## src/sv/scbpa_pkg.sv

```systemverilog
// ----------------------------------------------------------------------------
// scbpa_pkg: shared types and constants of the size class block pool allocator
// Request and result layouts, status and op codes, reset values of the
// block size registers and default slot counts.
// ----------------------------------------------------------------------------
package scbpa_pkg;

    localparam int NUM_CLASSES = 5;
    localparam int MAX_SLOTS   = 32;
    localparam int CLASS_W     = 3;
    localparam int SLOT_W      = 5;
    localparam int COUNT_W     = 6;
    localparam int SIZE_W      = 9;
    localparam int REQ_BYTES_W = 16;
    localparam int FAIL_W      = 16;
    localparam int TOTAL_W     = 16;
    localparam int CFG_IDX_W   = 3;

    // default slot counts per class
    localparam int DEF_CLASS0_SLOTS = 32;
    localparam int DEF_CLASS1_SLOTS = 32;
    localparam int DEF_CLASS2_SLOTS = 32;
    localparam int DEF_CLASS3_SLOTS = 16;
    localparam int DEF_CLASS4_SLOTS = 8;

    // block size register reset values
    localparam logic [SIZE_W-1:0] BLOCK_BYTES_RST [NUM_CLASSES] = '{
        9'd16, 9'd32, 9'd64, 9'd128, 9'd256
    };

    typedef enum logic [0:0] {
        OP_ALLOC = 1'b0,
        OP_FREE  = 1'b1
    } op_t;

    typedef enum logic [2:0] {
        ST_OK          = 3'd0,
        ST_BAD_SIZE    = 3'd1,
        ST_EXHAUSTED   = 3'd2,
        ST_DOUBLE_FREE = 3'd3,
        ST_BAD_HANDLE  = 3'd4
    } status_t;

    typedef struct packed {
        op_t                    op;
        logic [REQ_BYTES_W-1:0] request_bytes;
        logic [CLASS_W-1:0]     free_class;
        logic [SLOT_W-1:0]      free_slot;
    } req_t;

    typedef struct packed {
        status_t                status;
        logic [CLASS_W-1:0]     block_class;
        logic [SLOT_W-1:0]      block_slot;
        logic [COUNT_W-1:0]     class_live_blocks;
        logic [COUNT_W-1:0]     class_peak_blocks;
        logic [FAIL_W-1:0]      class_fail_count;
        logic [TOTAL_W-1:0]     bytes_in_use;
    } result_t;

endpackage

```

## src/sv/size_class_block_pool_allocator.sv

```systemverilog
// Path: a request is taken into the input register, evaluated, and its result is
// written into the result register, which drives the result ports.
// Throughput: one request per cycle; busy never rises, and each request does at
// most one stack pop or push. The receiver cannot stall.
// Reset (rst_n low, async): stacks refilled with highest slot on top, all slots
// free, counters and byte total cleared, block sizes back to 16/32/64/128/256.
// ----------------------------------------------------------------------------
// size_class_block_pool_allocator: five-class fixed block pool allocator
// Allocate picks the smallest fitting class and pops a free slot; free checks
// the handle and pushes the slot back. Each request yields one result.
// ----------------------------------------------------------------------------
module size_class_block_pool_allocator #(
    parameter int CLASS0_SLOTS = scbpa_pkg::DEF_CLASS0_SLOTS,
    parameter int CLASS1_SLOTS = scbpa_pkg::DEF_CLASS1_SLOTS,
    parameter int CLASS2_SLOTS = scbpa_pkg::DEF_CLASS2_SLOTS,
    parameter int CLASS3_SLOTS = scbpa_pkg::DEF_CLASS3_SLOTS,
    parameter int CLASS4_SLOTS = scbpa_pkg::DEF_CLASS4_SLOTS
) (
    input  logic                             clk,
    input  logic                             rst_n,
    // request channel
    input  logic                             start,
    output logic                             busy,
    input  scbpa_pkg::req_t                  req,
    // result channel
    output logic                             done,
    output scbpa_pkg::result_t               result,
    // configuration write channel
    input  logic                             cfg_valid,
    output logic                             cfg_ready,
    input  logic [scbpa_pkg::CFG_IDX_W-1:0]  cfg_index,
    input  logic [scbpa_pkg::SIZE_W-1:0]     cfg_data
);

    localparam int NC  = scbpa_pkg::NUM_CLASSES;
    localparam int MS  = scbpa_pkg::MAX_SLOTS;
    localparam int CW  = scbpa_pkg::CLASS_W;
    localparam int SW  = scbpa_pkg::SLOT_W;
    localparam int KW  = scbpa_pkg::COUNT_W;
    localparam int BW  = scbpa_pkg::SIZE_W;
    localparam int RW  = scbpa_pkg::REQ_BYTES_W;
    localparam int FW  = scbpa_pkg::FAIL_W;
    localparam int TW  = scbpa_pkg::TOTAL_W;

    // slot count of each class, as a 6-bit count
    localparam logic [KW-1:0] SLOTS [NC] = '{
        KW'(CLASS0_SLOTS), KW'(CLASS1_SLOTS), KW'(CLASS2_SLOTS),
        KW'(CLASS3_SLOTS), KW'(CLASS4_SLOTS)
    };
    localparam logic [KW-1:0] STACK_FULL = KW'(MS);
    localparam logic [FW-1:0] FAIL_MAX   = {FW{1'b1}};
    localparam logic [TW-1:0] TOTAL_MAX  = {TW{1'b1}};
    localparam logic [CW-1:0] LAST_CLASS = CW'(NC - 1);

    // the block never holds off requests or config writes
    assign busy      = 1'b0;
    assign cfg_ready = 1'b1;

    // ------------------------------------------------------------------
    // Block size registers
    // ------------------------------------------------------------------
    logic [BW-1:0] bb_reg [NC];

    always_ff @(posedge clk or negedge rst_n)
    begin
        if (!rst_n)
        begin
            for (int c = 0; c < NC; c++)
            begin
                bb_reg[c] <= scbpa_pkg::BLOCK_BYTES_RST[c];
            end
        end
        else if (cfg_valid && cfg_ready)
        begin
            for (int c = 0; c < NC; c++)
            begin
                if (cfg_index == CW'(c))
                begin
                    bb_reg[c] <= cfg_data;
                end
            end
        end
    end

    // ------------------------------------------------------------------
    // Input register
    // ------------------------------------------------------------------
    logic            in_v_reg;
    scbpa_pkg::req_t in_reg;

    always_ff @(posedge clk or negedge rst_n)
    begin
        if (!rst_n)
        begin
            in_v_reg <= 1'b0;
        end
        else
        begin
            in_v_reg <= start && !busy;
        end
    end

    always_ff @(posedge clk)
    begin
        if (start && !busy)
        begin
            in_reg <= req;
        end
    end

    // ------------------------------------------------------------------
    // Per-class state
    // ------------------------------------------------------------------
    logic [KW-1:0]    top_reg  [NC];
    logic [KW-1:0]    live_reg [NC];
    logic [KW-1:0]    peak_reg [NC];
    logic [FW-1:0]    fail_reg [NC];
    logic [MS-1:0]    busy_reg [NC];
    logic [TW-1:0]    used_reg;

    logic [SW-1:0]    pop_slot  [NC];   // slot on top of each stack
    logic [NC-1:0]    push_en;          // stack write strobe per class
    logic [SW-1:0]    push_slot;

    // each class's free stack: one write and one read port
    for (genvar g = 0; g < NC; g++)
    begin : gen_stack
        logic [SW-1:0] stack_reg [MS];

        assign pop_slot[g] = stack_reg[SW'(top_reg[g] - KW'(1))];

        always_ff @(posedge clk or negedge rst_n)
        begin
            if (!rst_n)
            begin
                for (int i = 0; i < MS; i++)
                begin
                    stack_reg[i] <= SW'(i);
                end
            end
            else if (push_en[g])
            begin
                stack_reg[top_reg[g][SW-1:0]] <= push_slot;
            end
        end
    end

    // ------------------------------------------------------------------
    // Evaluate: class select, checks, counter updates
    // ------------------------------------------------------------------
    logic               is_alloc;
    logic [CW-1:0]      fit_cls;
    logic               fit_any;
    logic               size_bad;
    logic [CW-1:0]      act_cls;
    logic               cls_ok;
    logic [KW-1:0]      top_a;
    logic [KW-1:0]      live_a;
    logic [KW-1:0]      peak_a;
    logic [FW-1:0]      fail_a;
    logic [BW-1:0]      bb_a;
    logic               busy_a;
    logic [SW-1:0]      pop_a;

    scbpa_pkg::status_t st;
    logic [CW-1:0]      res_cls;
    logic [SW-1:0]      res_slot;
    logic               has_cls;
    logic               do_pop;
    logic               do_push;
    logic               do_fail;

    logic [KW-1:0]      top_next;
    logic [KW-1:0]      live_next;
    logic [KW-1:0]      peak_next;
    logic [FW-1:0]      fail_next;
    logic [TW:0]        used_sum;
    logic [TW-1:0]      used_next;

    assign is_alloc = (in_reg.op == scbpa_pkg::OP_ALLOC);

    // smallest class whose block size covers the request
    always_comb
    begin
        fit_cls = '0;
        fit_any = 1'b0;
        for (int c = NC - 1; c >= 0; c--)
        begin
            if ({{(RW-BW){1'b0}}, bb_reg[c]} >= in_reg.request_bytes)
            begin
                fit_cls = CW'(c);
                fit_any = 1'b1;
            end
        end
    end

    assign size_bad = (in_reg.request_bytes == '0)
                   || (in_reg.request_bytes > {{(RW-BW){1'b0}}, bb_reg[LAST_CLASS]})
                   || !fit_any;

    assign act_cls = is_alloc ? fit_cls : in_reg.free_class;
    assign cls_ok  = (act_cls <= LAST_CLASS);

    // one read of the selected class's state
    always_comb
    begin
        top_a  = '0;
        live_a = '0;
        peak_a = '0;
        fail_a = '0;
        bb_a   = '0;
        busy_a = 1'b0;
        pop_a  = '0;
        if (cls_ok)
        begin
            top_a  = top_reg[act_cls];
            live_a = live_reg[act_cls];
            peak_a = peak_reg[act_cls];
            fail_a = fail_reg[act_cls];
            bb_a   = bb_reg[act_cls];
            busy_a = busy_reg[act_cls][in_reg.free_slot];
            pop_a  = pop_slot[act_cls];
        end
    end

    // request decode
    always_comb
    begin
        st       = scbpa_pkg::ST_OK;
        res_cls  = act_cls;
        res_slot = in_reg.free_slot;
        has_cls  = 1'b1;
        do_pop   = 1'b0;
        do_push  = 1'b0;
        do_fail  = 1'b0;
        if (is_alloc)
        begin
            if (size_bad)
            begin
                st       = scbpa_pkg::ST_BAD_SIZE;
                res_cls  = '0;
                res_slot = '0;
                has_cls  = 1'b0;
            end
            else if (top_a == '0)
            begin
                st       = scbpa_pkg::ST_EXHAUSTED;
                res_slot = '0;
                do_fail  = in_v_reg;
            end
            else
            begin
                res_slot = pop_a;
                do_pop   = in_v_reg;
            end
        end
        else
        begin
            if (!cls_ok)
            begin
                st      = scbpa_pkg::ST_BAD_HANDLE;
                has_cls = 1'b0;
            end
            else if ({1'b0, in_reg.free_slot} >= SLOTS[act_cls])
            begin
                st = scbpa_pkg::ST_BAD_HANDLE;
            end
            else if (!busy_a)
            begin
                st = scbpa_pkg::ST_DOUBLE_FREE;
            end
            else
            begin
                do_push = in_v_reg;
            end
        end
    end

    // counter next values for the selected class
    always_comb
    begin
        top_next  = top_a;
        live_next = live_a;
        fail_next = fail_a;
        used_sum  = {1'b0, used_reg} + {{(TW+1-BW){1'b0}}, bb_a};
        used_next = used_reg;
        if (do_pop)
        begin
            top_next  = top_a - KW'(1);
            if (live_a < STACK_FULL)
            begin
                live_next = live_a + KW'(1);
            end
            used_next = used_sum[TW] ? TOTAL_MAX : used_sum[TW-1:0];
        end
        if (do_push)
        begin
            if (top_a < STACK_FULL)
            begin
                top_next = top_a + KW'(1);
            end
            if (live_a != '0)
            begin
                live_next = live_a - KW'(1);
            end
            if (used_reg >= {{(TW-BW){1'b0}}, bb_a})
            begin
                used_next = used_reg - {{(TW-BW){1'b0}}, bb_a};
            end
        end
        if (do_fail && (fail_a != FAIL_MAX))
        begin
            fail_next = fail_a + FW'(1);
        end
        peak_next = (live_next > peak_a) ? live_next : peak_a;
    end

    // stack write: only when the stack has room
    always_comb
    begin
        push_en = '0;
        if (do_push && (top_a < STACK_FULL))
        begin
            push_en[act_cls] = 1'b1;
        end
    end
    assign push_slot = in_reg.free_slot;

    // state update, written back to the selected class only
    always_ff @(posedge clk or negedge rst_n)
    begin
        if (!rst_n)
        begin
            for (int c = 0; c < NC; c++)
            begin
                top_reg[c]  <= SLOTS[c];
                live_reg[c] <= '0;
                peak_reg[c] <= '0;
                fail_reg[c] <= '0;
                busy_reg[c] <= '0;
            end
            used_reg <= '0;
        end
        else
        begin
            if (do_pop || do_push || do_fail)
            begin
                top_reg[act_cls]  <= top_next;
                live_reg[act_cls] <= live_next;
                peak_reg[act_cls] <= peak_next;
                fail_reg[act_cls] <= fail_next;
                used_reg          <= used_next;
            end
            if (do_pop)
            begin
                busy_reg[act_cls][pop_a] <= 1'b1;
            end
            if (do_push)
            begin
                busy_reg[act_cls][in_reg.free_slot] <= 1'b0;
            end
        end
    end

    // ------------------------------------------------------------------
    // Result register
    // ------------------------------------------------------------------
    logic               done_reg;
    scbpa_pkg::result_t res_reg;

    always_ff @(posedge clk or negedge rst_n)
    begin
        if (!rst_n)
        begin
            done_reg <= 1'b0;
        end
        else
        begin
            done_reg <= in_v_reg;
        end
    end

    always_ff @(posedge clk)
    begin
        if (in_v_reg)
        begin
            res_reg.status            <= st;
            res_reg.block_class       <= res_cls;
            res_reg.block_slot        <= res_slot;
            res_reg.class_live_blocks <= has_cls ? live_next : '0;
            res_reg.class_peak_blocks <= has_cls ? peak_next : '0;
            res_reg.class_fail_count  <= has_cls ? fail_next : '0;
            res_reg.bytes_in_use      <= used_next;
        end
    end

    assign done   = done_reg;
    assign result = res_reg;

    // ------------------------------------------------------------------
    // Assertions
    // ------------------------------------------------------------------
    a_fixed_latency: assert property (@(posedge clk) disable iff (!rst_n)
        (start && !busy) |-> ##2 done)
        else $error("request without result two cycles later");

    a_no_spurious: assert property (@(posedge clk) disable iff (!rst_n)
        done |-> $past(in_v_reg))
        else $error("result without a request");

    a_live_le_peak: assert property (@(posedge clk) disable iff (!rst_n)
        done |-> (result.class_live_blocks <= result.class_peak_blocks))
        else $error("live count above peak");

    a_exhausted_slot: assert property (@(posedge clk) disable iff (!rst_n)
        (done && (result.status == scbpa_pkg::ST_EXHAUSTED)) |-> (result.block_slot == '0))
        else $error("exhausted result carries a slot");

    a_bad_size_zero: assert property (@(posedge clk) disable iff (!rst_n)
        (done && (result.status == scbpa_pkg::ST_BAD_SIZE))
        |-> ((result.block_class == '0) && (result.class_fail_count == '0)))
        else $error("bad size result carries class data");

endmodule
```

## config.mk

```make
export PLATFORM = sky130hd
export DESIGN_NAME = size_class_block_pool_allocator
export DESIGN_NICKNAME = d
export VERILOG_FILES = /design/src/sv/scbpa_pkg.sv /design/src/sv/size_class_block_pool_allocator.sv
export SDC_FILE = /design/constraint.sdc
export NUM_CORES = 2
export LEC_CHECK = 0
export ABC_AREA = 1
export BUFFER_PORTS_ARGS = -buffer_cell sky130_fd_sc_hd__buf_2
export CORE_ASPECT_RATIO = 1.75
export CORE_MARGIN = 4
export CORE_UTILIZATION = 40
export CTS_CLUSTER_SIZE = 14
export DETAILED_ROUTE_END_ITERATION = 8
export HOLD_SLACK_MARGIN = 0.03
export SYNTH_ARGS = -nofsm -noshare
export SYNTH_HDL_FRONTEND = slang
export SYNTH_SLANG_ARGS = --single-unit
```

## constraint.sdc

```tcl
create_clock -name clk -period 9.6 [get_ports clk]
set_input_delay 1.92 -clock clk [delete_from_list [all_inputs] [get_ports clk]]
set_output_delay 1.92 -clock clk [all_outputs]
set_load 0.05 [all_outputs]
```

==> run summary <==
status -> finished, final reports clean
CP most frequent cell -> nand2_1
Detail Placement HPWL -> 149100 um
Syn Inst Count -> 8729
Post-Syn Area -> 0.06656 mm^2
largest net degree at the start of global routing -> 193
critical path class -> reg2reg
Yosys top cell area share -> 29.44%
TNS Setup -> 0 ns
unrepaired setup endpoints after global routing -> no
Final Hold Vio Count -> 0
maximum vdd drop -> 0.0002288 V
Final Core Density -> 44.10%
Synth Register Bits -> 1273
Final ANT Viol Nets -> 0
HP Class -> reg2reg
final hold slack -> 0.4506 ns
Slew HR -> 19.57%
worst setup path start -> in_reg[13]
Layout area overhead -> 9.427%
final setup violation count -> 0
NumNets Final -> 8690
multi-input logic area -> 0.03021 mm^2
Tmin final -> 8.147 ns
Worst Setup End Kind -> flip-flop
Critical Path RT -> 10.18 ns
Max-cap violations -> 0
Core ar. -> 0.1651 mm^2
Num CTS Buffers -> 120
register area share after synthesis -> 49.23%
Max Slew Vio Count -> 0
Synth area leaders -> dfrtp_1, nand2_1, dfstp_2
sequential cell fraction of total power -> 33.8%
row count -> 197
Ys Warns -> 0
Clock Latency Late Sink -> 0.77 ns
initial antenna violation count -> 3
io pins -> 99
Critical R2R Capture -> result[34]
Routed WL -> 226900 um
Psw -> 8.251 mW
r2r setup slk -> 1.45 ns
number of global-route vias before repair -> 59.54k
drt drc -> 0
max frequency -> 0.1227 GHz
Placer Congestion -> 0.9405
Clk pwr share -> 26.6%
worst-margin pin slew -> 1.204 ns
clock tree buffer depth -> 3
nature of the critical path startpoint -> flip-flop
hold buffers post-CTS -> 0
synthesized net count -> 8873
CTS root buffer -> clkbuf_16
cell taking the most area after synthesis -> dfrtp_1
critical-path maximum fanout -> 59
Sw Share -> 43.28%
Post-synth EDFFs -> 80
R2R depth -> 36
total grt overflow -> 0
pwr dens -> 261.7 mW/mm^2
Arr. time, crit path -> 8.73 ns
Filler cells -> 16.89k
CTS resizes -> 0
crit share post-route -> 84.87%
synth unique cells -> 58
Async S/R FF share, synth -> 93.72%
layout cells sized above 1 -> 10.42%
Logic pwr share -> 39.6%
clock-pin slew of the registers on the worst-case setup and hold paths -> 0.07 ns
total track usage -> 25.75%
postcts setup bufs -> 0
R2R Path Start -> in_reg[13]
PortBufs -> 96
CTS tree -> built
first-pass GRT wire length -> 350000 um
Critical Path Max Stage Delay -> 0.69 ns
Initial DRC Count -> 4837
leak pwr -> 34.76 nW
Setup Skew -> 0.07116 ns
hold depth -> 2
via count -> 59.79k
Storage cell area -> 0.03278 mm^2
Worst path slowest cell -> nor2_8
H-tree levels -> 3
Initial Util -> 40.30%
crit path to -> result[34]
Clock Sinks -> 1273
max FFs per register -> 800
detail-routed via count per cell -> 5.513
Die H -> 547.6 um
routed wire length per instance -> 20.92 um
Die ar. -> 0.1732 mm^2
die width -> 316.4 um
Syn Area/Cell -> 7.625 um^2
1st-pass router iterations -> 6
Top FF cell, synth -> dfrtp_1
internal power -> 10.81 mW
-- layout make-up --
type / instances / share of cell area [%]
Sequential cell: 1273 / 45.01
Multi-Input combinational cell: 6559 / 41.48
Clock buffer: 178 / 4.836
Tap cell: 2189 / 3.760
Timing Repair Buffer: 206 / 2.065
Inverter: 386 / 1.993
Clock inverter: 51 / 0.8504
Antenna cell: 2 / 0.006872
-- synthesized netlist by cell type, drive strengths merged, types with 5 or more instances --
cell	n
nand2	3369
nand3	981
dfrtp	783
nor2	592
a21oi	585
dfstp	410
inv	379
o21ai	322
clkbuf	297
buf	214
a22oi	122
ha	101
a31oi	90
nor3	85
edfxtp	80
a32o	47
xor2	37
nand3b	31
o211ai	22
nand4	21
o311ai	20
o22ai	19
or2	18
a21o	17
a32oi	12
xnor2	10
clkinv	7
or3	7
mux2i	6
o21bai	6
a221oi	5
nor4	5
or4	5
-- routing by layer --
layer	up-vias	share of wire, %	global-route usage [%]
met5	-	0	0
met4	0	6.1	13.97
met3	597	5.7	3.693
met2	1983	51	46.45
met1	28880	37	29.10
li1	28320	-	-
-- worst min-delay path by stage --
stage / startpoint / to
finish: gen_stack[4].stack_reg[49] / gen_stack[4].stack_reg[49]
global route: gen_stack[4].stack_reg[49] / gen_stack[4].stack_reg[49]
CTS: gen_stack[4].stack_reg[44] / gen_stack[4].stack_reg[44]
detailed placement: busy_reg[23] / busy_reg[23]
global placement: busy_reg[23] / busy_reg[23]
floorplan: busy_reg[23] / busy_reg[23]
-- worst max-delay path: cells and delay by family (launching register included) --
family                   cells  cell delay, ns
AO/OA/AOI/OAI                3            1.11
adder cells (fa/ha/maj)      3            0.83
buffers and inverters        4            0.74
flip-flops                   1            0.41
AND/OR/NAND/NOR             26            4.77
-- layout by cell type, fill, tap and decap left out, types with 17 or more instances in the layout --
cell / netlist / routed
a21o_1: 17 / 17
a21oi_1: 585 / 585
a22oi_1: 122 / 122
a31oi_1: 90 / 90
a32o_1: 47 / 47
buf_2: 142 / 95
buf_4: 25 / 95
clkbuf_1: 297 / 29
clkbuf_16: 0 / 121
clkbuf_8: 0 / 28
clkinv_2: 0 / 24
dfrtp_1: 783 / 777
dfstp_2: 410 / 410
edfxtp_1: 80 / 80
ha_1: 101 / 101
inv_1: 356 / 354
inv_2: 22 / 24
nand2_1: 3359 / 3353
nand3_1: 980 / 980
nand3b_1: 31 / 31
nand4_1: 21 / 21
nor2_1: 580 / 573
nor3_1: 82 / 82
o211ai_1: 22 / 22
o21ai_0: 287 / 287
o21ai_1: 35 / 35
o22ai_1: 19 / 19
o311ai_0: 20 / 19
or2_2: 18 / 18
xor2_1: 37 / 37
-- through the flow --
step | cell area (um^2) | total power [mW] | cells | setup slack [ns]
2_1_floorplan | 66560 | 11.17 | 8729 | 4.068
3_3_place_gp | 68690 | 13.95 | 10610 | 1.789
3_5_place_dp | 68690 | 13.97 | 10610 | 1.692
4_1_cts | 72830 | 19.08 | 10840 | 1.596
5_1_grt | 72830 | 20.07 | 10840 | 0.9050
6_report | 72830 | 19.06 | 10840 | 1.453
-- cells by family after synthesis --
group	after synthesis	synth area share, %
and+or+nand+nor	5119	31.49
AOI/OAI and AO/OA	1282	11.11
DFF	1273	49.23
buffers and inverters	897	5.493
adders and majority gates	103	1.959
xor gates and xnor gates	47	0.6185
muxes	6	0.09024
other	2	0.01128
-- power groups by stage --
| stage | combinational [mW] | sequential, mW | clock, mW |
|---|---|---|---|
| 3_5_place_dp | 7.46 | 6.51 | 0 |
| 5_1_grt | 8.21 | 6.49 | 5.37 |
| 2_1_floorplan | 4.73 | 6.44 | 0 |
| 4_1_cts | 7.49 | 6.43 | 5.16 |
| 6_report | 7.56 | 6.44 | 5.07 |
| 3_3_place_gp | 7.45 | 6.50 | 0 |
Power figures use the tool's default switching activity.
